<file path="src/hw/rtl/url_percent_decoder_unit_defines.svh">
// ============================================================================
// URL percent decoder assertion macros
// Concurrent assertion forms used by the decoder's queue module.
// ============================================================================
`ifndef URL_PERCENT_DECODER_UNIT_DEFINES_SVH
`define URL_PERCENT_DECODER_UNIT_DEFINES_SVH

// Same-cycle implication, disabled while reset is asserted.
`define UPD_ASSERT_IMPL(label, clk, rst_n, ante, cons) \
    label: assert property (@(posedge clk) disable iff (!rst_n) (ante) |-> (cons)) \
        else $error("upd: same-cycle check failed");

// Next-cycle implication, disabled while reset is asserted.
`define UPD_ASSERT_NEXT(label, clk, rst_n, ante, cons) \
    label: assert property (@(posedge clk) disable iff (!rst_n) (ante) |=> (cons)) \
        else $error("upd: next-cycle check failed");

`endif

</file>
<file path="src/hw/rtl/upd_pkg.sv">
`timescale 1ns / 1ps
// ============================================================================
// URL percent decoder package
// Character constants, the hex digit decoder and the types shared by modules.
// ============================================================================
package upd_pkg;

    localparam logic [7:0] PCT_CHAR = 8'h25;
    localparam logic [7:0] CHAR_0   = 8'h30;
    localparam logic [7:0] CHAR_9   = 8'h39;
    localparam logic [7:0] CHAR_LA  = 8'h61;
    localparam logic [7:0] CHAR_LF  = 8'h66;
    localparam logic [7:0] CHAR_UA  = 8'h41;
    localparam logic [7:0] CHAR_UF  = 8'h46;
    localparam logic [7:0] TEN      = 8'd10;
    localparam logic [4:0] NOT_HEX  = 5'd16;

    // Most bytes one input can cause.
    localparam int unsigned MAX_RESULTS = 3;

    // The bytes one input causes, in emission order.
    typedef struct packed {
        logic [MAX_RESULTS-1:0][7:0] bytes;
        logic [1:0]                  cnt;
        logic                        fin;
    } t_op;

    typedef struct packed {
        logic empty;
        logic full;
    } t_q_stat;

    // Value of a hex digit character, or NOT_HEX for any other byte.
    function automatic logic [4:0] hex_value(input logic [7:0] c);
        logic [4:0] v;
        v = NOT_HEX;
        if (c >= CHAR_0 && c <= CHAR_9) begin
            v = 5'(c - CHAR_0);
        end else if (c >= CHAR_LA && c <= CHAR_LF) begin
            v = 5'(c - CHAR_LA + TEN);
        end else if (c >= CHAR_UA && c <= CHAR_UF) begin
            v = 5'(c - CHAR_UA + TEN);
        end
        return v;
    endfunction

endpackage

</file>
<file path="src/hw/rtl/upd_channels.sv">
`timescale 1ns / 1ps
// ============================================================================
// URL percent decoder channels
// Valid/ready interfaces for the raw byte input and the decoded byte output.
// ============================================================================
interface upd_in_if;
    logic       valid;
    logic       ready;
    logic [7:0] in_byte;
    logic       in_final;

    modport source (output valid, output in_byte, output in_final, input ready);
    modport sink   (input valid, input in_byte, input in_final, output ready);
endinterface

interface upd_out_if;
    logic       valid;
    logic       ready;
    logic [7:0] out_byte;
    logic       run_last;
    logic       component_end;

    modport source (output valid, output out_byte, output run_last,
                    output component_end, input ready);
    modport sink   (input valid, input out_byte, input run_last,
                    input component_end, output ready);
endinterface

</file>
<file path="src/hw/rtl/url_percent_decoder_unit.sv">
`timescale 1ns / 1ps
// ============================================================================
// URL percent decoder unit
// Decodes percent escapes in a URL component streamed one byte at a time.
// ============================================================================
// Usage:
//   i_in carries one raw character per transaction, with in_final set on the
//   last character of a component. o_out carries the decoded characters; each
//   input causes zero to three output transactions, run_last marks the last
//   one caused by an input, and component_end marks the last character of the
//   component. A valid "%XY" escape (hex digits of either case) becomes one
//   byte; a broken escape passes its '%' and any held digit through as text.
//   The first output caused by an input passes through the queue and then the
//   output register before it is presented on o_out.
//   Throughput: one input per cycle while o_out.ready is high and each input
//   yields at most one output. The output register emits one byte per cycle,
//   so an input that yields two or three bytes holds it for each byte in turn;
//   the QUEUE_DEPTH-entry queue between front and back end absorbs these bursts.
//   Stalls: when o_out.ready is low the output register holds, the queue fills,
//   and i_in.ready drops only once all QUEUE_DEPTH entries are occupied.
//   Reset (i_rst_n low, synchronous) clears the escape state, empties the queue
//   and drops o_out.valid; i_in.ready is high right after reset.
// ============================================================================
module url_percent_decoder_unit #(
    parameter int unsigned QUEUE_DEPTH = 4
) (
    input  logic      i_clk,
    input  logic      i_rst_n,
    upd_in_if.sink    i_in,
    upd_out_if.source o_out
);

    // Per-input byte group handed from the front end to the queue.
    upd_pkg::t_op     w_push_op;
    upd_pkg::t_op     w_head;
    upd_pkg::t_q_stat w_stat;
    logic             w_push;
    logic             w_pop;

    // Front end: owns the escape state and classifies every accepted byte.
    // Inputs that only extend an escape push nothing into the queue.
    upd_front u_front (
        .i_clk   (i_clk),
        .i_rst_n (i_rst_n),
        .i_in    (i_in),
        .i_stat  (w_stat),
        .o_push  (w_push),
        .o_op    (w_push_op)
    );

    // Queue decouples input acceptance from output backpressure.
    upd_queue #(
        .QUEUE_DEPTH (QUEUE_DEPTH)
    ) u_queue (
        .i_clk   (i_clk),
        .i_rst_n (i_rst_n),
        .i_push  (w_push),
        .i_op    (w_push_op),
        .i_pop   (w_pop),
        .o_head  (w_head),
        .o_stat  (w_stat)
    );

    // Back end: sends the head group out one byte per output transaction and
    // pops it as its last byte enters the output register.
    upd_back u_back (
        .i_clk   (i_clk),
        .i_rst_n (i_rst_n),
        .i_head  (w_head),
        .i_stat  (w_stat),
        .o_pop   (w_pop),
        .o_out   (o_out)
    );

endmodule

</file>
<file path="src/hw/rtl/upd_front.sv">
`timescale 1ns / 1ps
// ============================================================================
// URL percent decoder front end
// Accepts raw bytes, tracks the escape state and forms the output bytes.
// ============================================================================
module upd_front (
    input  logic            i_clk,
    input  logic            i_rst_n,
    upd_in_if.sink          i_in,
    input  upd_pkg::t_q_stat i_stat,
    output logic            o_push,
    output upd_pkg::t_op    o_op
);

    typedef enum logic [2:0] {
        PH_IDLE  = 3'b001,
        PH_PCT   = 3'b010,
        PH_DIGIT = 3'b100
    } t_phase;

    t_phase      r_phase, n_phase;
    logic [7:0]  r_held, n_held;
    logic        w_accept;
    logic [4:0]  w_hv_b, w_hv_held;
    logic        w_b_hex, w_b_pct;
    logic [upd_pkg::MAX_RESULTS-1:0][7:0] v_bytes;
    logic [1:0]  v_cnt;
    logic [7:0]  b;

    assign b         = i_in.in_byte;
    assign i_in.ready = !i_stat.full;
    assign w_accept  = i_in.valid && i_in.ready;
    assign w_hv_b    = upd_pkg::hex_value(b);
    assign w_hv_held = upd_pkg::hex_value(r_held);
    assign w_b_hex   = (w_hv_b != upd_pkg::NOT_HEX);
    assign w_b_pct   = (b == upd_pkg::PCT_CHAR);

    always_comb begin
        v_bytes = '0;
        v_cnt   = '0;
        n_phase = r_phase;
        n_held  = r_held;
        unique case (r_phase)
            PH_PCT: begin
                if (w_b_hex) begin
                    n_held  = b;
                    n_phase = PH_DIGIT;
                end else begin
                    v_bytes[v_cnt] = upd_pkg::PCT_CHAR;
                    v_cnt = v_cnt + 2'd1;
                    if (w_b_pct) begin
                        n_phase = PH_PCT;
                    end else begin
                        v_bytes[v_cnt] = b;
                        v_cnt   = v_cnt + 2'd1;
                        n_phase = PH_IDLE;
                    end
                end
            end
            PH_DIGIT: begin
                if (w_b_hex) begin
                    v_bytes[v_cnt] = {w_hv_held[3:0], w_hv_b[3:0]};
                    v_cnt   = v_cnt + 2'd1;
                    n_phase = PH_IDLE;
                end else begin
                    v_bytes[v_cnt] = upd_pkg::PCT_CHAR;
                    v_cnt = v_cnt + 2'd1;
                    v_bytes[v_cnt] = r_held;
                    v_cnt = v_cnt + 2'd1;
                    if (w_b_pct) begin
                        n_phase = PH_PCT;
                    end else begin
                        v_bytes[v_cnt] = b;
                        v_cnt   = v_cnt + 2'd1;
                        n_phase = PH_IDLE;
                    end
                end
            end
            default: begin
                // Idle, and any illegal code, scan the byte afresh.
                if (w_b_pct) begin
                    n_phase = PH_PCT;
                end else begin
                    v_bytes[v_cnt] = b;
                    v_cnt   = v_cnt + 2'd1;
                    n_phase = PH_IDLE;
                end
            end
        endcase

        // On the final byte, any held characters are flushed as plain text.
        if (i_in.in_final) begin
            if (n_phase == PH_PCT) begin
                v_bytes[v_cnt] = upd_pkg::PCT_CHAR;
                v_cnt = v_cnt + 2'd1;
            end else if (n_phase == PH_DIGIT) begin
                v_bytes[v_cnt] = upd_pkg::PCT_CHAR;
                v_cnt = v_cnt + 2'd1;
                v_bytes[v_cnt] = n_held;
                v_cnt = v_cnt + 2'd1;
            end
            n_phase = PH_IDLE;
        end
    end

    always_ff @(posedge i_clk) begin
        if (!i_rst_n) begin
            r_phase <= PH_IDLE;
            r_held  <= '0;
        end else if (w_accept) begin
            r_phase <= n_phase;
            r_held  <= n_held;
        end
    end

    assign o_push    = w_accept && (v_cnt != 2'd0);
    assign o_op.bytes = v_bytes;
    assign o_op.cnt   = v_cnt;
    assign o_op.fin   = i_in.in_final;

endmodule

</file>
<file path="src/hw/rtl/upd_queue.sv">
`timescale 1ns / 1ps
// ============================================================================
// URL percent decoder queue
// Short FIFO of per-input byte groups between the front and back ends.
// ============================================================================
`include "url_percent_decoder_unit_defines.svh"

module upd_queue #(
    parameter int unsigned QUEUE_DEPTH = 4
) (
    input  logic             i_clk,
    input  logic             i_rst_n,
    input  logic             i_push,
    input  upd_pkg::t_op     i_op,
    input  logic             i_pop,
    output upd_pkg::t_op     o_head,
    output upd_pkg::t_q_stat o_stat
);

    localparam int unsigned PTR_W = (QUEUE_DEPTH > 1) ? $clog2(QUEUE_DEPTH) : 1;
    localparam int unsigned CNT_W = $clog2(QUEUE_DEPTH + 1);

    upd_pkg::t_op     r_mem [QUEUE_DEPTH];
    logic [PTR_W-1:0] r_wr_ptr, r_rd_ptr;
    logic [CNT_W-1:0] r_count;
    logic             w_full, w_empty;

    assign w_full  = (r_count == CNT_W'(QUEUE_DEPTH));
    assign w_empty = (r_count == '0);
    assign o_stat.full  = w_full;
    assign o_stat.empty = w_empty;
    assign o_head  = r_mem[r_rd_ptr];

    always_ff @(posedge i_clk) begin
        if (i_push) begin
            r_mem[r_wr_ptr] <= i_op;
        end
    end

    always_ff @(posedge i_clk) begin
        if (!i_rst_n) begin
            r_wr_ptr <= '0;
            r_rd_ptr <= '0;
            r_count  <= '0;
        end else begin
            if (i_push) begin
                r_wr_ptr <= (r_wr_ptr == PTR_W'(QUEUE_DEPTH - 1)) ? '0
                                                                   : r_wr_ptr + PTR_W'(1);
            end
            if (i_pop) begin
                r_rd_ptr <= (r_rd_ptr == PTR_W'(QUEUE_DEPTH - 1)) ? '0
                                                                   : r_rd_ptr + PTR_W'(1);
            end
            if (i_push && !i_pop) begin
                r_count <= r_count + CNT_W'(1);
            end else if (i_pop && !i_push) begin
                r_count <= r_count - CNT_W'(1);
            end
        end
    end

    `UPD_ASSERT_IMPL(a_no_overflow, i_clk, i_rst_n, i_push, !w_full)
    `UPD_ASSERT_IMPL(a_no_underflow, i_clk, i_rst_n, i_pop, !w_empty)
    `UPD_ASSERT_IMPL(a_count_bound, i_clk, i_rst_n, 1'b1, r_count <= CNT_W'(QUEUE_DEPTH))
    `UPD_ASSERT_NEXT(a_count_up, i_clk, i_rst_n, i_push && !i_pop, r_count == $past(r_count) + CNT_W'(1))

endmodule

</file>
<file path="src/hw/rtl/upd_back.sv">
`timescale 1ns / 1ps
// ============================================================================
// URL percent decoder back end
// Walks the bytes of the queue head into the registered output channel.
// ============================================================================
module upd_back (
    input  logic             i_clk,
    input  logic             i_rst_n,
    input  upd_pkg::t_op     i_head,
    input  upd_pkg::t_q_stat i_stat,
    output logic             o_pop,
    upd_out_if.source        o_out
);

    logic [1:0] r_idx;
    logic       r_valid;
    logic [7:0] r_byte;
    logic       r_last;
    logic       r_end;
    logic       w_load, w_take, w_last;

    assign w_load = !r_valid || o_out.ready;
    assign w_take = w_load && !i_stat.empty;
    assign w_last = (r_idx == (i_head.cnt - 2'd1));
    assign o_pop  = w_take && w_last;

    always_ff @(posedge i_clk) begin
        if (!i_rst_n) begin
            r_valid <= 1'b0;
            r_idx   <= '0;
        end else begin
            if (w_load) begin
                r_valid <= !i_stat.empty;
            end
            if (w_take) begin
                r_idx <= w_last ? 2'd0 : r_idx + 2'd1;
            end
        end
    end

    always_ff @(posedge i_clk) begin
        if (w_take) begin
            r_byte <= i_head.bytes[r_idx];
            r_last <= w_last;
            r_end  <= w_last && i_head.fin;
        end
    end

    assign o_out.valid         = r_valid;
    assign o_out.out_byte      = r_byte;
    assign o_out.run_last      = r_last;
    assign o_out.component_end = r_end;

endmodule

</file>
<file path="src/flat_wrapper.sv">
// flat-port wrapper written by rule: the top's interface ports become plain ports
module url_percent_decoder_unit_flat 
#(
    parameter int unsigned QUEUE_DEPTH = 4
)
  (i_clk, i_rst_n, i_in_valid, i_in_in_byte, i_in_in_final, i_in_ready, o_out_valid, o_out_out_byte, o_out_run_last, o_out_component_end, o_out_ready);
  upd_in_if i_in_i ();
  upd_out_if o_out_i ();
  input  logic i_clk;
  input  logic i_rst_n;
  input wire logic [$bits(i_in_i.valid)-1:0] i_in_valid;
  input wire logic [$bits(i_in_i.in_byte)-1:0] i_in_in_byte;
  input wire logic [$bits(i_in_i.in_final)-1:0] i_in_in_final;
  output wire logic [$bits(i_in_i.ready)-1:0] i_in_ready;
  output wire logic [$bits(o_out_i.valid)-1:0] o_out_valid;
  output wire logic [$bits(o_out_i.out_byte)-1:0] o_out_out_byte;
  output wire logic [$bits(o_out_i.run_last)-1:0] o_out_run_last;
  output wire logic [$bits(o_out_i.component_end)-1:0] o_out_component_end;
  input wire logic [$bits(o_out_i.ready)-1:0] o_out_ready;
  assign i_in_i.valid = i_in_valid;
  assign i_in_i.in_byte = i_in_in_byte;
  assign i_in_i.in_final = i_in_in_final;
  assign i_in_ready = i_in_i.ready;
  assign o_out_valid = o_out_i.valid;
  assign o_out_out_byte = o_out_i.out_byte;
  assign o_out_run_last = o_out_i.run_last;
  assign o_out_component_end = o_out_i.component_end;
  assign o_out_i.ready = o_out_ready;
  url_percent_decoder_unit #(.QUEUE_DEPTH(QUEUE_DEPTH)) u_core (.i_clk(i_clk), .i_rst_n(i_rst_n), .i_in(i_in_i), .o_out(o_out_i));
endmodule
</file>
<file path="config.mk">
export PLATFORM = sky130hd
export DESIGN_NAME = url_percent_decoder_unit_flat
export DESIGN_NICKNAME = d
export VERILOG_FILES = /design/src/hw/rtl/upd_pkg.sv /design/src/hw/rtl/upd_channels.sv /design/src/hw/rtl/url_percent_decoder_unit.sv /design/src/hw/rtl/upd_front.sv /design/src/hw/rtl/upd_queue.sv /design/src/hw/rtl/upd_back.sv /design/src/flat_wrapper.sv
export VERILOG_INCLUDE_DIRS = /design/src /design/src/hw/rtl
export SDC_FILE = /design/constraint.sdc
export NUM_CORES = 1
export LEC_CHECK = 0
export ABC_CLOCK_PERIOD_IN_PS = 4900
export BUFFER_PORTS_ARGS = -buffer_cell sky130_fd_sc_hd__buf_2
export CAP_MARGIN = 30
export CORE_MARGIN = 2
export CORE_UTILIZATION = 42
export CTS_CLUSTER_DIAMETER = 40
export DETAILED_ROUTE_END_ITERATION = 8
export MAX_ROUTING_LAYER = met4
export PLACE_DENSITY = 0.63
export SLEW_MARGIN = 15
export SYNTH_ARGS = -nofsm -noshare
export SYNTH_HDL_FRONTEND = slang
export SYNTH_HIERARCHICAL = 1
export SYNTH_SLANG_ARGS = --single-unit
</file>
<file path="constraint.sdc">
create_clock -name i_clk -period 4.9 [get_ports i_clk]
set_input_delay 0.735 -clock i_clk [delete_from_list [all_inputs] [get_ports i_clk]]
set_output_delay 0.735 -clock i_clk [all_outputs]
set_load 0.02 [all_outputs]
</file>
### After elaboration in Yosys (flattened, before gate mapping)

Memory sizes are Yosys's and may differ from the RTL's. A register that Yosys moved wholly into a read port is not among the register bits.
Cells that the tools add are included.

* register bits after elaboration: 31
* memory bits (writable): 108
* bits of input ports: 13
* output and inout port bits: 12
* word-level logic and storage cells: 131
* memories: 1

* add/sub/neg operators: 18
* order comparisons: 17
* equality and inequality tests: 10
* mux-type cells: 48
* bitwise gates (word level): 3
* reductions and logical operators: 24

Memories
* u_core.u_queue.r_mem: words 4, width 27, rd ports 1, clocked after memory_dff 1, wr ports 1, RTL line upd_queue.sv:23 `upd_pkg::t_op r_mem [QUEUE_DEPTH];`

Operator list (number)
* $mux 24: 3
* $mux 8: 8
* $demux 8 s2: 2
* $ge 8x7->1 const B: 4
* $le 8x7->1 const B: 4
* $mux 16: 2
* $pmux 8 s2: 2
* $bwmux 24: 1
* $mux 2: 12
* $bmux 8 s2: 1
* $ge 8x6->1 const B: 2
* $le 8x6->1 const B: 2
* $and 15x15->15: 1
* $logic_and 1x1->1: 15
* $mux 3: 5
* $mux 5: 3
* $not 15->15: 1
* $mux 4: 3
* $sub 4x1->4 const B: 3
* $add 2x1->2 const B: 5
* $add 5x4->5 const B: 2
* $sub 5x1->5 const B: 2
* $eq 3x3->1 const B: 3
* $lt 2x3->1 const B: 3
* other kinds (19): 31

### Logic depth before layout (Yosys ltp)

Gate-level depths: netlist of run 1.

* word-level depth: 19
* mapped depth: 20
* depth with buffers taken out: 19

### Hierarchy

Netlist of run 1, hierarchy kept.

Modules (own cells, without submodules)
* upd_queue: times used 1, cells an instance 187, area each 4416.7 sq um, seq. area each 3423.3 sq um
* upd_front: times used 1, cells an instance 200, area each 1529.0 sq um, seq. area each 220.2 sq um
* upd_back: times used 1, cells an instance 61, area each 663.1 sq um, seq. area each 360.3 sq um

### Worst setup path before layout of run 1

OpenSTA, ideal clock, no wires.

* kind: in2reg
* from: in i_in_in_byte[6]
* to: reg u_core.u_queue.r_count[2]
* arrival time: 3.934 ns
* setup slack: 0.891 ns
* stages: 19
* path buffers: 1
* cells stage by stage: buf_4 nor4b_2 nand3_2 nand2_1 nand2_1 inv_1 ha_1 nor2_1 nor2_1 o21ai_0 a21oi_1 nor2_1 nor2_1 ha_1 inv_1 fa_1 xor2_1 or3_1 a21boi_0

RTL lines
* start, declared: RTL line flat_wrapper.sv:12 `input wire logic [$bits(i_in_i.in_byte)-1:0] i_in_in_byte;`
* end signal, assigned: RTL line upd_queue.sv:55 `r_count <= r_count + CNT_W'(1);`
* end signal, assigned: RTL line upd_queue.sv:57 `r_count <= r_count - CNT_W'(1);`
* end, declared: RTL line upd_queue.sv:25 `logic [CNT_W-1:0] r_count;`

==> impl_metrics.env, run 1 <==
export IMPL_fmax_ghz=0.239
export IMPL_core_sq_um=15300
export IMPL_async_flop_share=0
export IMPL_worstPathArrival_ps=4530
export IMPL_switchingPower_w=0.000965
export IMPL_p_comb_frac=0.217
export IMPL_synth_nets=478
export IMPL_reg2reg_from="u_core/u_front/r_phase[0]$_SDFFE_PN1P_"
export IMPL_die_h_um=129
export IMPL_ys_warn_count=6
export IMPL_clk_path_buf_depth=2
export IMPL_cts_tree="built"
export IMPL_cts_root_buf="clkbuf_16"
export IMPL_p_int_w=0.00263
export IMPL_syn_inst=448
export IMPL_rows=45
export IMPL_vdd_drop_max_mv=0.248
export IMPL_post_drt_wl_per_cell_um=19.6
export IMPL_drv_cap=0
export IMPL_post_cts_setup_buffers=0
export IMPL_min_period_ps=4180
export IMPL_slew_violations=0
export IMPL_h_tree_depth=4
export IMPL_die_area_sq_um=16800
export IMPL_pwr_share_clk=0.355
export IMPL_synth_area_sq_um=6610
export IMPL_gp_congestion=0.902
export IMPL_final_common_cell="edfxtp_1"
export IMPL_seq_power_share=0.428
export IMPL_tightest_slew_ps=896
export IMPL_ys_seq_area_frac=0.606
export IMPL_path_max_fanout=10
export IMPL_p_leak_nw=2.59
export IMPL_route_detailed_drc=0
export IMPL_fin_crit_sh=0.854
export IMPL_via_count=3846
export IMPL_syn_area_per_cell_sq_um=14.8
export IMPL_syn_to_final_growth_pct=13.4
export IMPL_synth_seq_cells=141
export IMPL_num_antenna_cells=0
export IMPL_layout_drive_gt1_share=0.205
export IMPL_grt_pass1_vias=3833
export IMPL_relSlewSlack=0.400
export IMPL_endpoint_kind="register"
export IMPL_cts_made_buffers=17
export IMPL_nets=510
export IMPL_dp_cells=672
export IMPL_synth_edf_count=118
export IMPL_startpoint_type="input port"
export IMPL_portBuffers=24
export IMPL_reg2reg_to="u_core/u_queue/r_count[2]$_SDFFE_PN0P_"
export IMPL_setup_slack_ps=718
export IMPL_track_usage=0.184
export IMPL_viasPerCell=5.46
export IMPL_clkLatencyLatePin_ps=420
export IMPL_power_density_nw_per_um2=479
export IMPL_hold_viol_final=0
export IMPL_die_x_um=129
export IMPL_synth_ff_type="edfxtp_1"
export IMPL_hpwl_um=9230
export IMPL_drt_iter0_markers=335
export IMPL_timing_critical_path_required_ps=5250
export IMPL_antenna_found_initial=0
export IMPL_ant_nets=0
export IMPL_layout_common_cells="118 x edfxtp_1, 26 x nand2_1, 24 x buf_2, 24 x nor2_1, 22 x dfxtp_1"
export IMPL_swShare=0.269
export IMPL_reg2reg_setup_slack_ps=990
export IMPL_clock_sinks=141
export IMPL_cts_resized=0
export IMPL_synth_cell_types=72
export IMPL_stdcell_count=704
export IMPL_grt_pass1_wl_um=21800
export IMPL_finalSetupTns_ps=0
export IMPL_grt_overflow=0
export IMPL_io_pins=25
export IMPL_hold_buffers=0
export IMPL_worstHoldPathType="register to register"
export IMPL_grt_max_degree=28
export IMPL_status="finished clean"
export IMPL_critPathCapture="u_core/u_queue/r_count[2]$_SDFFE_PN0P_"
export IMPL_rsz0062_at_grt="no"
export IMPL_setup_viol=0
export IMPL_wl_um=13800
export IMPL_hold_slack_ps=530
export IMPL_place_ws_ps=311
export IMPL_critPathLaunch="i_in_in_byte[6]"
export IMPL_fin_worst_skew_ps=8.58
export IMPL_criticalPathCategory="input port to register"
export IMPL_initial_core_util=0.432
export IMPL_r2r_cells=16
export IMPL_clk_pin_slew_ps=60
export IMPL_drt_pre_antenna_iters=5
==> kinds of logic (layout without fill, tap and decap cells) <==
kind of cell             count (synthesis)  after routing  share of synthesized area
AO/OA/AOI/OAI                           82             82                     0.0945
XOR/XNOR                                 8              8                     0.0106
adder cells (fa/ha/maj)                 17             17                     0.0333
buffers and inverters                   38             83                     0.0339
flip-flops                             141            141                      0.606
multiplexers                            43             43                      0.120
AND/OR/NAND/NOR                        119            119                      0.101
==> power groups by stage <==
stage	sequential [W]	combinational [W]	clock, W
2_1_floorplan	0.00162	0.000563	0
3_3_place_gp	0.00156	0.000786	0
3_5_place_dp	0.00157	0.000795	0
4_1_cts	0.00154	0.000798	0.00130
5_1_grt	0.00155	0.000856	0.00135
6_report	0.00154	0.000781	0.00127
==> worst min path at each step <==
stage | slack (ps) | depth (start not counted) | end | from
2_1_floorplan | 470 | 2 | u_core/u_queue/r_count[2]$_SDFFE_PN0P_ | u_core/u_queue/r_count[2]$_SDFFE_PN0P_
3_5_place_dp | 520 | 2 | u_core/u_queue/r_count[2]$_SDFFE_PN0P_ | u_core/u_queue/r_count[2]$_SDFFE_PN0P_
3_3_place_gp | 480 | 2 | u_core/u_queue/r_count[2]$_SDFFE_PN0P_ | u_core/u_queue/r_count[2]$_SDFFE_PN0P_
5_1_grt | 570 | 2 | u_core/u_queue/r_rd_ptr[1]$_SDFFE_PN0P_ | u_core/u_queue/r_rd_ptr[1]$_SDFFE_PN0P_
4_1_cts | 530 | 2 | u_core/u_queue/r_count[2]$_SDFFE_PN0P_ | u_core/u_queue/r_count[2]$_SDFFE_PN0P_
6_report | 530 | 2 | u_core/u_queue/r_count[2]$_SDFFE_PN0P_ | u_core/u_queue/r_count[2]$_SDFFE_PN0P_
==> cell usage after synthesis, types with 4 or more instances <==
library cell	count	area (sq um)
edfxtp_1	118	3540
nand2_1	26	97.6
nor2_1	24	90.1
dfxtp_1	23	460
mux4_2	20	450
nor2b_1	19	119
o21ai_0	18	90.1
inv_1	17	63.8
ha_1	16	200
mux2i_1	15	150
a21oi_1	14	70.1
and2_1	12	75.1
mux4_1	7	184
nor3_1	7	35.0
and3_1	6	37.5
buf_2	6	30.0
nand2b_1	6	37.5
xnor2_1	6	52.6
a22oi_1	5	37.5
buf_4	5	37.5
clkbuf_1	5	18.8
o21a_1	4	30.0
==> worst max-delay path, stage by stage <==
cell and delay [ps]:
buf_2 170, nor4b_2 410, nand3_2 270, nand2_1 190, nand2_1 110, inv_1 100
ha_1 230, nor2_1 70, nor2_1 80, o21ai_0 70, a21oi_1 330, nor2_1 90
nor2_1 360, ha_1 260, inv_1 60, fa_1 370, xor2_1 150, or3_1 310
a21boi_0 160
==> per-layer routing <==
metal | track usage | up-vias | wire length [um]
met1 | 0.245 | 1953 | 6480
met4 | 0.0715 | 0 | 259
met5 | - | - | 0
met3 | 0.0409 | 14 | 524
li1 | - | 1796 | -
met2 | 0.277 | 83 | 6540
==> per-stage QoR <==
step / utilization / cell area, sq um / power [W]
after global placement: 0.451 / 6910 / 0.00234
after floorplan: - / 6610 / 0.00218
final: 0.489 / 7490 / 0.00359
after global routing: 0.489 / 7490 / 0.00376
after CTS: 0.489 / 7490 / 0.00363
after detailed placement: 0.451 / 6910 / 0.00236
==> sequential cells by signal, summed over array words and instances (netlist names), named ones only <==
register / flops
u_core/u_back/o_out.run_last: 1
u_core/u_queue/r_mem: 108
u_core/u_back/o_out.valid: 1
u_core/u_queue/r_count: 3
u_core/u_back/o_out.out_byte: 8
u_core/u_back/r_idx: 2
u_core/u_back/o_out.component_end: 1
u_core/u_front/r_held: 8
u_core/u_queue/r_rd_ptr: 2
u_core/u_queue/r_wr_ptr: 2
u_core/u_front/r_phase: 3
==> final cells by class <==
type | instances | area (sq um)
well taps | 211 | 264
flip-flops and latches | 141 | 4010
multi-input cells | 269 | 2380
repair buffers | 34 | 195
inverters | 17 | 63.8
clock inverters | 11 | 145
fillers | 1354 | 7820
clock buffers | 21 | 440
No activity file was read; power rests on OpenSTA's default activity.
==> inputs of run 2 (changes only) <==
--- a/config.mk
+++ b/config.mk
@@ -11,6 +11,7 @@
 export CAP_MARGIN = 30
 export CORE_MARGIN = 2
 export CORE_UTILIZATION = 42
+export CTS_BUF_LIST = sky130_fd_sc_hd__clkbuf_4
 export CTS_CLUSTER_DIAMETER = 40
 export DETAILED_ROUTE_END_ITERATION = 8
 export MAX_ROUTING_LAYER = met4
==> run 2 against run 1 <==
Against the previous run:
- register-to-register slack hardly changed
- die area unchanged
- hold slack better by 8.1 ps
- sequential share of layout area is 2.1 points higher
- critical path depth is the same
==> impl_metrics.env, run 2 (same netlist as run 1, synthesis figures left out) <==
export IMPL_min_period_ps=4080
export IMPL_grt_max_degree=28
export IMPL_gp_congestion=0.902
export IMPL_core_sq_um=15300
export IMPL_post_drt_wl_per_cell_um=19.3
export IMPL_timing_critical_path_required_ps=5370
export IMPL_worstPathArrival_ps=4550
export IMPL_h_tree_depth=4
export IMPL_reg2reg_to="u_core/u_queue/r_count[2]$_SDFFE_PN0P_"
export IMPL_endpoint_kind="register"
export IMPL_fin_area_sq_um=7220
export IMPL_final_util=0.471
export IMPL_critPathCapture="u_core/u_queue/r_count[2]$_SDFFE_PN0P_"
export IMPL_drt_pre_antenna_iters=4
export IMPL_largest_reg_flops=108
export IMPL_vdd_drop_max_mv=0.152
export IMPL_hpwl_um=9230
export IMPL_drt_met1_wl_um=6420
export IMPL_setup_viol=0
export IMPL_route_detailed_drc=0
export IMPL_nets=510
export IMPL_rsz0062_at_grt="no"
export IMPL_cts_resized=0
export IMPL_clk_path_buf_depth=2
export IMPL_wl_um=13600
export IMPL_clock_sinks=141
export IMPL_cts_root_buf="clkbuf_4"
export IMPL_finalSetupTns_ps=0
export IMPL_ant_nets=0
export IMPL_relSlewSlack=0.397
export IMPL_p_leak_nw=2.48
export IMPL_layout_common_cells="118 x edfxtp_1, 26 x nand2_1, 24 x buf_2, 24 x nor2_1, 22 x dfxtp_1"
export IMPL_fill_cells=1404
export IMPL_layout_drive_gt1_share=0.213
export IMPL_clkLatencyLatePin_ps=540
export IMPL_dpl_cell_area_sq_um=6910
export IMPL_die_area_sq_um=16800
export IMPL_antenna_found_initial=1
export IMPL_worstHoldPathType="register to register"
export IMPL_power_density_nw_per_um2=430
export IMPL_status="finished clean"
export IMPL_fin_worst_skew_ps=20.2
export IMPL_hold_slack_ps=538
export IMPL_clk_pin_slew_ps=110
export IMPL_hold_viol_final=0
export IMPL_reg2reg_from="u_core/u_front/r_phase[0]$_SDFFE_PN1P_"
export IMPL_top_layer_used="met4"
export IMPL_cts_tree="built"
export IMPL_route_met2_wl_um=6350
export IMPL_die_x_um=129
export IMPL_top_register="u_core/u_queue/r_mem"
export IMPL_post_cts_setup_buffers=0
export IMPL_slew_violations=0
export IMPL_cts_made_buffers=17
export IMPL_path_max_fanout=10
export IMPL_rows=45
export IMPL_critPathLaunch="i_in_in_byte[6]"
export IMPL_via_count=3873
export IMPL_grt_overflow=0
export IMPL_portBuffers=24
export IMPL_die_h_um=129
export IMPL_initial_core_util=0.432
export IMPL_hold_buffers=0
export IMPL_r2r_cells=16
export IMPL_tightest_slew_ps=901
export IMPL_track_usage=0.182
export IMPL_grt_pass1_wl_um=21600
export IMPL_final_common_cell="edfxtp_1"
export IMPL_grt_pass1_vias=3845
export IMPL_drv_cap=0
export IMPL_io_pins=25
export IMPL_drt_iter0_markers=275
export IMPL_hold_start="u_core/u_queue/r_count[2]$_SDFFE_PN0P_"
export IMPL_fin_crit_sh=0.833
export IMPL_viasPerCell=5.49
export IMPL_criticalPathCategory="input port to register"
export IMPL_wl_met3_um=544
export IMPL_startpoint_type="input port"
export IMPL_syn_to_final_growth_pct=9.20
export IMPL_fmax_ghz=0.245
export IMPL_reg2reg_setup_slack_ps=980
==> run 2: changes by cell type in the layout (fill, tap and decap cells not counted), sizes merged <==
cell,delta
diode,+2
==> run 2: layout make-up <==
| class | instances | area, sq um | area share |
|---|---|---|---|
| tap | 211 | 264 | 0.0366 |
| antenna | 2 | 5.00 | 0.000693 |
| inverter | 17 | 63.8 | 0.00884 |
| timing repair buffer | 34 | 195 | 0.0270 |
| clock buffer | 21 | 158 | 0.0218 |
| sequential | 141 | 4010 | 0.555 |
| multi-input combinational | 269 | 2380 | 0.330 |
| clock inverter | 11 | 145 | 0.0201 |
==> run 2: where the power goes <==
| group | switching [W] | internal, W |
|---|---|---|
| combinational | 0.000438 | 0.000342 |
| sequential | 0.0000494 | 0.00148 |
| clock | 0.000413 | 0.000375 |
| total | 0.000901 | 0.00220 |
==> run 2: metal layers <==
layer | vias up | track usage
met5 | - | -
met4 | 0 | 0.0772
met3 | 20 | 0.0334
met2 | 94 | 0.277
met1 | 1959 | 0.241
li1 | 1800 | -
==> run 2: how the worst min path moves through the flow <==
stage	to	slack, ps	cells past startpoint
2_1_floorplan	u_core/u_queue/r_count[2]$_SDFFE_PN0P_	470	2
3_3_place_gp	u_core/u_queue/r_count[2]$_SDFFE_PN0P_	480	2
3_5_place_dp	u_core/u_queue/r_count[2]$_SDFFE_PN0P_	520	2
4_1_cts	u_core/u_back/o_out.valid$_SDFFE_PN0N_	490	3
5_1_grt	u_core/u_back/o_out.valid$_SDFFE_PN0N_	510	3
6_report	u_core/u_queue/r_count[2]$_SDFFE_PN0P_	540	2
==> run 2: worst max-delay path, stage by stage <==
cell and delay, ps:
buf_2 170, nor4b_2 430, nand3_2 270, nand2_1 190, nand2_1 110, inv_1 100, ha_1 230, nor2_1 70
nor2_1 80, o21ai_0 70, a21oi_1 340, nor2_1 90, nor2_1 360, ha_1 260, inv_1 60, fa_1 370
xor2_1 150, or3_1 310, a21boi_0 160
==> run 2: metrics by stage <==
| stage | std cells | total power [W] | worst slack, ps |
|---|---|---|---|
| 2_1_floorplan | 448 | 0.00218 | 891 |
| 3_3_place_gp | 672 | 0.00234 | 520 |
| 3_5_place_dp | 672 | 0.00236 | 311 |
| 4_1_cts | 704 | 0.00314 | 901 |
| 5_1_grt | 706 | 0.00326 | 484 |
| 6_report | 706 | 0.00310 | 819 |
==> inputs of run 3 (changes only) <==
--- a/config.mk
+++ b/config.mk
@@ -6,7 +6,7 @@
 export SDC_FILE = /design/constraint.sdc
 export NUM_CORES = 1
 export LEC_CHECK = 0
-export ABC_CLOCK_PERIOD_IN_PS = 4900
+export ABC_CLOCK_PERIOD_IN_PS = 3910
 export BUFFER_PORTS_ARGS = -buffer_cell sky130_fd_sc_hd__buf_2
 export CAP_MARGIN = 30
 export CORE_MARGIN = 2
==> constraint.sdc (replaced) <==
create_clock -name i_clk -period 3.91 [get_ports i_clk]
set_input_delay 0.5865 -clock i_clk [delete_from_list [all_inputs] [get_ports i_clk]]
set_output_delay 0.5865 -clock i_clk [all_outputs]
set_load 0.02 [all_outputs]
==> run 3 against run 2 <==
Against the previous run:
- sequential cell count unchanged
- core utilization up 0.92 points
- register-to-register slack worse by 630 ps
- largest cell class unchanged
- largest power group unchanged
- highest routed layer unchanged
==> impl_metrics.env, run 3 (same netlist as run 1, synthesis figures left out) <==
export IMPL_cts_made_buffers=17
export IMPL_drv_cap=0
export IMPL_cts_tree="built"
export IMPL_cts_root_buf="clkbuf_4"
export IMPL_clk_pin_slew_ps=120
export IMPL_rows=45
export IMPL_post_drt_wl_per_cell_um=18.7
export IMPL_relSlewSlack=0.405
export IMPL_route_detailed_drc=0
export IMPL_core_sq_um=15300
export IMPL_dp_cells=682
export IMPL_drt_pre_antenna_iters=5
export IMPL_hold_buffers=0
export IMPL_critPathLaunch="u_core/u_front/r_phase[0]$_SDFFE_PN1P_"
export IMPL_cp_cell_sequence="nor2_1 > and2_1 > o211ai_1 > ha_1 > nor2_1 > nor2_1 > o21ai_0 > a21oi_1 > nor2_1 > nor2_1 > ha_1 > inv_1 > fa_1 > xor2_1 > or3_1 > a21boi_0"
export IMPL_layout_drive_gt1_share=0.227
export IMPL_rsz0062_at_grt="no"
export IMPL_fin_worst_skew_ps=13.5
export IMPL_min_period_ps=3560
export IMPL_grt_pass1_vias=3899
export IMPL_drt_iter0_markers=292
export IMPL_syn_to_final_growth_pct=11.3
export IMPL_endpoint_kind="register"
export IMPL_wl_um=13400
export IMPL_cpMostUsedCell="nor2_1"
export IMPL_final_common_cell="edfxtp_1"
export IMPL_path_max_fanout=10
export IMPL_seq_area_sq_um=4010
export IMPL_grt_max_degree=28
export IMPL_worstPathArrival_ps=4000
export IMPL_slew_violations=0
export IMPL_clk_path_buf_depth=2
export IMPL_clock_sinks=141
export IMPL_vdd_drop_max_mv=0.169
export IMPL_dpl_cell_area_sq_um=7030
export IMPL_via_count=3799
export IMPL_h_tree_depth=4
export IMPL_num_antenna_cells=0
export IMPL_grt_overflow=0
export IMPL_post_cts_setup_buffers=0
export IMPL_top_register="u_core/u_queue/r_mem"
export IMPL_hold_start="o_out_ready"
export IMPL_fmax_ghz=0.281
export IMPL_tightest_slew_ps=888
export IMPL_fin_area_sq_um=7360
export IMPL_nets=520
export IMPL_critical_path_top_delay_family="simple AND/OR/NAND/NOR gates"
export IMPL_worstHoldPathType="input port to register"
export IMPL_startpoint_type="register"
export IMPL_crit_buf_inv=1
export IMPL_power_density_nw_per_um2=537
export IMPL_antenna_found_initial=0
export IMPL_die_x_um=129
export IMPL_cpPeakStageDelay_ps=440
export IMPL_stdcell_count=714
export IMPL_die_h_um=129
export IMPL_final_util=0.480
export IMPL_reg2reg_from="u_core/u_front/r_phase[0]$_SDFFE_PN1P_"
export IMPL_die_area_sq_um=16800
export IMPL_hpwl_um=9170
export IMPL_hold_viol_final=0
export IMPL_portBuffers=24
export IMPL_initial_core_util=0.432
export IMPL_cpMaxStageDelayCell="dfxtp_1"
export IMPL_largest_reg_flops=108
export IMPL_ant_nets=0
export IMPL_viasPerCell=5.32
export IMPL_grt_pass1_wl_um=21500
export IMPL_gp_congestion=0.913
export IMPL_timing_critical_path_required_ps=4350
export IMPL_setup_viol=0
export IMPL_cts_resized=0
export IMPL_fin_crit_sh=0.912
export IMPL_status="finished clean"
export IMPL_layout_common_cells="118 x edfxtp_1, 26 x nand2_1, 24 x buf_2, 24 x nor2_1, 22 x dfxtp_1"
export IMPL_criticalPathCategory="register to register"
export IMPL_track_usage=0.181
export IMPL_clkLatencyLatePin_ps=520
export IMPL_multi_input_area_sq_um=2380
export IMPL_p_leak_nw=2.54
export IMPL_fill_cells=1357
export IMPL_io_pins=25
## run 3: changes by cell type in the layout (fill, tap and decap cells not counted)
cell,delta
clkinv_4,+1
diode_2,-2
clkbuf_4,-4
buf_12,+4
bufinv_16,+1
buf_4,+6
inv_6,+1
clkinv_1,+1
## run 3: worst min-delay path, delay by kind of cell
kind	cells	cell delay, ps
and+or+nand+nor	1	70
AOI/OAI and AO/OA	1	170
buffers and inverters	1	70
## run 3: worst paths after layout
check,endpoint,slack (ps),cells after the start
setup reg to reg,u_core/u_queue/r_count[2]$_SDFFE_PN0P_,350,16
setup / recovery,u_core/u_queue/r_count[2]$_SDFFE_PN0P_,350,16
hold / removal,u_core/u_back/o_out.valid$_SDFFE_PN0N_,430,3
hold reg to reg,u_core/u_queue/r_count[2]$_SDFFE_PN0P_,550,2
## run 3: final cells by class
type,instances,share of cell area
Clock buffer,17,0.0173
Clock inverter,15,0.0267
Inverter,17,0.00867
Multi-Input combinational cell,269,0.324
Sequential cell,141,0.544
Tap cell,211,0.0359
Timing Repair Buffer,44,0.0435
## run 3: report_power, final
group          total, W  internal [W]  switching (W)
registers       0.00192       0.00186      0.0000586
logic           0.00101      0.000446       0.000565
clock network   0.00103      0.000506       0.000519
total           0.00395       0.00281        0.00114
## run 3: metal layers
layer,wire length [um],GRT usage,part of all wire,vias up
met5,0,-,0,-
met1,5960,0.234,0.45,1879
met2,6640,0.284,0.50,87
met4,155,0.0645,0.012,0
met3,631,0.0396,0.047,10
li1,-,-,-,1823
## run 3: per-stage QoR
stage,setup WS [ps],hold WS [ps],TNS [ps],power [W]
2_1_floorplan,49.2,472,0,0.00273
3_3_place_gp,156,486,0,0.00296
3_5_place_dp,-73.6,539,-73.6,0.00299
4_1_cts,346,369,0,0.00401
5_1_grt,49.4,360,0,0.00419
6_report,345,428,0,0.00395
